### src/sv/bwl_pkg.sv
package bwl_pkg;

  localparam int unsigned MAX_LEVELS_DEF     = 8;
  localparam int unsigned MEMORY_DEPTH_DEF   = 4096;
  localparam int unsigned MAX_LOG_LENGTH_DEF = 12;

  localparam int unsigned DATA_W    = 32;
  localparam int unsigned WADDR_W   = 12;
  localparam int unsigned LOG_IN_W  = 4;
  localparam int unsigned CFG_W     = 4;
  localparam int unsigned ACTION_W  = 2;

  localparam logic [DATA_W-1:0] PHASE_OFFSET = 32'h8000_0000;
  localparam logic [CFG_W-1:0]  NUM_LEVELS_RESET = 4'd1;

  typedef enum logic [ACTION_W-1:0] {
    ACT_LOOKUP = 2'd0,
    ACT_WORD   = 2'd1,
    ACT_DESC   = 2'd2,
    ACT_NONE   = 2'd3
  } action_e;

  // commands from the controller to the datapath
  typedef struct packed {
    logic cfg_write;
    logic capture;
    logic write_word;
    logic write_desc;
    logic select;
    logic read;
  } dp_cmd_t;

endpackage

### src/sv/bwl_ctrl.sv
module bwl_ctrl (
  input  logic                          clk_i,
  input  logic                          rst_ni,
  input  logic                          start_i,
  input  logic [bwl_pkg::ACTION_W-1:0]  action_i,
  input  logic                          cfg_valid_i,
  output logic                          cfg_ready_o,
  output logic                          busy_o,
  output logic                          result_valid_o,
  output bwl_pkg::dp_cmd_t              cmd_o
);

  typedef enum logic [1:0] {
    S_IDLE,
    S_SELECT,
    S_READ
  } state_e;

  state_e state_q;
  logic   valid_q;
  logic   accept;

  assign busy_o         = (state_q != S_IDLE);
  assign cfg_ready_o    = !busy_o;
  assign accept         = start_i && !busy_o;
  assign result_valid_o = valid_q;

  always_comb begin
    cmd_o            = '0;
    cmd_o.cfg_write  = cfg_valid_i && cfg_ready_o;
    cmd_o.capture    = accept && (action_i == bwl_pkg::ACT_LOOKUP);
    cmd_o.write_word = accept && (action_i == bwl_pkg::ACT_WORD);
    cmd_o.write_desc = accept && (action_i == bwl_pkg::ACT_DESC);
    cmd_o.select     = (state_q == S_SELECT);
    cmd_o.read       = (state_q == S_READ);
  end

  always_ff @(posedge clk_i or negedge rst_ni) begin
    if (!rst_ni) begin
      state_q <= S_IDLE;
      valid_q <= 1'b0;
    end else begin
      valid_q <= 1'b0;
      unique case (state_q)
        S_IDLE: begin
          if (accept && (action_i == bwl_pkg::ACT_LOOKUP)) begin
            state_q <= S_SELECT;
          end
        end
        S_SELECT: begin
          state_q <= S_READ;
        end
        S_READ: begin
          state_q <= S_IDLE;
          valid_q <= 1'b1;
        end
        default: begin
          state_q <= S_IDLE;
        end
      endcase
    end
  end

endmodule

### config.mk
export PLATFORM = sky130hd
export DESIGN_NAME = bwl_ctrl
export DESIGN_NICKNAME = d
export VERILOG_FILES = /design/src/sv/bwl_pkg.sv /design/src/sv/bwl_ctrl.sv
export SDC_FILE = /design/constraint.sdc
export NUM_CORES = 1
export LEC_CHECK = 0
export BUFFER_PORTS_ARGS = -buffer_cell sky130_fd_sc_hd__buf_4
export CAP_MARGIN = 30
export CORE_AREA = 2 2 39 41
export DETAILED_ROUTE_END_ITERATION = 7
export DIE_AREA = 0 0 41 43
export PLACE_DENSITY_LB_ADDON = 0.08
export RECOVER_POWER = 50
export SYNTH_ARGS = -nofsm -noshare
export SYNTH_HDL_FRONTEND = slang
export SYNTH_SLANG_ARGS = --single-unit
### constraint.sdc
create_clock -name clk_i -period 0.8 [get_ports clk_i]
set_input_delay 0.04 -clock clk_i [delete_from_list [all_inputs] [get_ports clk_i]]
set_output_delay 0.04 -clock clk_i [all_outputs]
set_load 0.005 [all_outputs]
==> impl_summary.md <==
Floorplanning
The effective utilization at floorplan is 0.117. The die extent in x is 41 µm. The initialized floorplan defines 14 standard-cell rows. The height of the die is 43 µm. The core region area is 1380 µm². During I/O placement, the number of pins put on the boundary was 15. The die covers 1760 µm².

Setup path
In this run the worst setup path begins at state_q[0]$_DFFE_PN0P_. The worst path buffer plus inverter count is 1. For flop-to-flop paths, the worst setup slack is -0.13 ns. The critical path goes through nor2_4, and4b_1, buf_4.

The critical path's largest stage delay is 0.39 ns. The cell family contributing the most delay on the critical path is flip-flops. The biggest fanout along the worst timing path is 6.

The endpoint identified for the worst register-to-register timing path is result_valid_o$_DFF_PN0_. In this run the number of cells on the critical path is 3. The number of cells on the worst reg-to-reg path is 3.

The reg-to-reg critical path startpoint is state_q[1]$_DFFE_PN0P_. Among all stages on the critical path, the largest delay is contributed by dfrtp_1. The worst setup path is of the reg2out kind. The critical path endpoint is cmd_o[2].

STA classifies the critical path startpoint as a register. The required time of the worst setup path is 0.76 ns. The capturing element type of the critical path is an output pin. Data on the critical path arrives at its endpoint at 1.09 ns.

Synthesis
By area the synthesized netlist is led by dfrtp_1 47%, and4bb_1 16%, and4b_1 12%. Summed over all instances, the cell type with the most area after synthesis is dfrtp_1. Of the synthesized area, sequential elements account for 0.465. Synthesis produced a netlist whose cell count is 13.

The share of the synthesized area in the top cell type is 0.465. The total of flip-flops plus latches after synthesis is 3. The number of nets handed over by synthesis was 19. For this run, the number of Yosys warnings is 0.

The netlist area before placement is 161 µm². The post-synthesis cell type count is 8. The synthesized area per cell is 12.4 µm².

GRT
The maximum number of pins on one net before global-route repair is 8. Across every metal layer, demand over resource in global routing totals 0.0712. The number of global-route vias before repair is 194. The global route total overflow is 0. The number of antenna violations at the first check in global routing came to 0. The wire length of the first global-routing pass is 745 µm.

Status
The flow ran to the end, but the final reports show violations. The final reports fail on negative setup slack.

Final layout
The repair_antennas step left the layout with diodes totalling 0. The fraction of the core area covered by cells at the end of the flow is 0.266. After filler insertion, the fill cell instance count of the layout stands at 154.

For this run, the post-layout net count is 44. In the final layout, the share of cells above drive strength 1 is 0.595. The top cell types in the final layout, fill and taps aside, are 15 x buf_4, 3 x clkbuf_4, 3 x buf_6, 3 x dfrtp_1. The area growth from synthesis to final layout is 128%. Leaving out fill and tap cells, the most frequent cell in the layout is buf_4.

Timing
Setup repair after global routing could not meet its margin everywhere. The accumulated negative setup slack is -2.58 ns. The number of hold-slack violations in the final timing report is 0. For the finished layout, the period the worst path requires is 1.13 ns. Derived from the worst setup path, the maximum achievable clock frequency is 883 MHz. In this run the tightest slew margin relative to its limit is 0.883. The transition time of the tightest slew-check pin is 0.175 ns. The final period utilization is 1.42.

The post-layout worst setup margin is -0.333 ns. Setup violations remaining at the end of the flow were counted as 10. The worst clock skew on the final layout is 0.00212 ns. The number of pins with negative max-slew slack in the final report is 0. On the final layout, the worst hold slack is 0.117 ns.

Pwr
The static leakage is 0.207 nW. The internal power consumption is 0.427 mW. The clock group share of total power is 0.480. The worst-case IR drop observed on VDD is 0.447 mV. In this run the power density over the cells is 1480 nW/µm². The share of total power dissipated in combinational logic is 0.220.

The power dissipated by switching net loads is 0.118 mW. Of the total power, the share spent switching nets is 0.216. The share of total power dissipated in sequential elements is 0.301.

Placed design
The pre-CTS worst setup slack is -0.119 ns. During placement, the flow inserted port buffers numbering 14. The congestion estimate from routability-driven global placement came to 0.534.

Worst hold path
The worst hold path cell count is 2. The class of the most critical hold timing path is in2reg.

Detailed routing
The post-route antenna net violation count is 0. For this block, the via count after detailed routing is 192. The count of routing violations after the opening detailed-route iteration is 1. Dividing the detail-routed via count by the number of cells gives 3.62. For this run, design rule violations remaining after detail routing come to 0. The average routed wire per standard cell is 8.11 µm. The count of TritonRoute iterations in the first routing pass is 2.

Wires add up to 430 µm.

Clocking
The clock tree from TritonCTS is built. Clock tree synthesis selected as its root buffer the cell clkbuf_4. The clock sink total is 3. The clock slew at the register clock pins of the worst setup and hold paths is 0.03 ns. Counting along the longest clock path gives a buffer depth of 2. The number of H-tree branching levels is 1. The clock latency reported for the late side of the worst-skew pair is 0.23 ns.

The number of CTS-inserted buffers is 3.

Run
Across the run, the number of max-cap violations was 0.
[metal layers]
layer	GRT usage	part of all wire	vias to the layer above
li1	-	-	93
met1	0.0673	0.35	89
met2	0.0906	0.56	10
met3	0.0471	0.091	0
met4	0.0800	0	0
met5	0	0	-
[per-stage QoR]
stage	cell area, µm²	std cells	total power [mW]
final	368	53	0.544
after global routing	368	53	0.596
after detailed placement	309	46	0.271
after CTS	360	52	0.551
after global placement	309	46	0.269
after floorplan	161	13	0.195
[flip-flops by register name (all words and copies together), names as in the netlist]
name and count:
state_q 2, result_valid_o 1
[cell families after synthesis]
family	Yosys count	synth area share
buffers and inverters	1	0.0232
flip-flops	3	0.465
AND/OR/NAND/NOR	9	0.512
[power by group through the flow]
stage,Combinational (mW),Sequential [mW],Clock [mW]
final,0.120,0.164,0.261
after global placement,0.104,0.165,0
after detailed placement,0.106,0.165,0
after global routing,0.131,0.164,0.300
after CTS,0.116,0.164,0.272
after floorplan,0.0289,0.166,0
[worst min path at each step]
| stage | startpoint | endpoint | slack [ns] |
|---|---|---|---|
| 3_3_place_gp | rst_ni | result_valid_o$_DFF_PN0_ | -0.17 |
| 2_1_floorplan | rst_ni | result_valid_o$_DFF_PN0_ | -0.26 |
| 5_1_grt | action_i[0] | state_q[0]$_DFFE_PN0P_ | 0.11 |
| 3_5_place_dp | rst_ni | result_valid_o$_DFF_PN0_ | -0.17 |
| 6_report | action_i[0] | state_q[0]$_DFFE_PN0P_ | 0.12 |
| 4_1_cts | action_i[0] | state_q[0]$_DFFE_PN0P_ | 0.11 |
[worst register-to-register path: stages, from the launching register on]
cell and delay, ns:
dfrtp_1 0.40, buf_6 0.13, and2b_1 0.16, buf_4 0.13
[repair_timing]
item                       CTS  global route
setup endpoints to repair   10            11
buffers inserted             1             1
hold endpoints to repair     3             0
hold buffers                 1             0
pin swaps                    2             1
resized for setup            2             1
[cell usage after synthesis]
master and count:
dfrtp_1 3, and2b_1 1, nor2_4 1, inv_1 1, nor2b_1 2, and4b_1 2
and2_1 1, and4bb_1 2
[cell type report]
| type | count | area (µm²) | share of cell area |
|---|---|---|---|
| tap | 16 | 20.0 | 0.0544 |
| multi-input combinational | 9 | 82.6 | 0.224 |
| inverter | 1 | 3.75 | 0.0102 |
| clock buffer | 4 | 26.3 | 0.0714 |
| sequential | 3 | 75.1 | 0.204 |
| timing repair buffer | 20 | 160 | 0.435 |
Power figures use the tool's default switching activity.
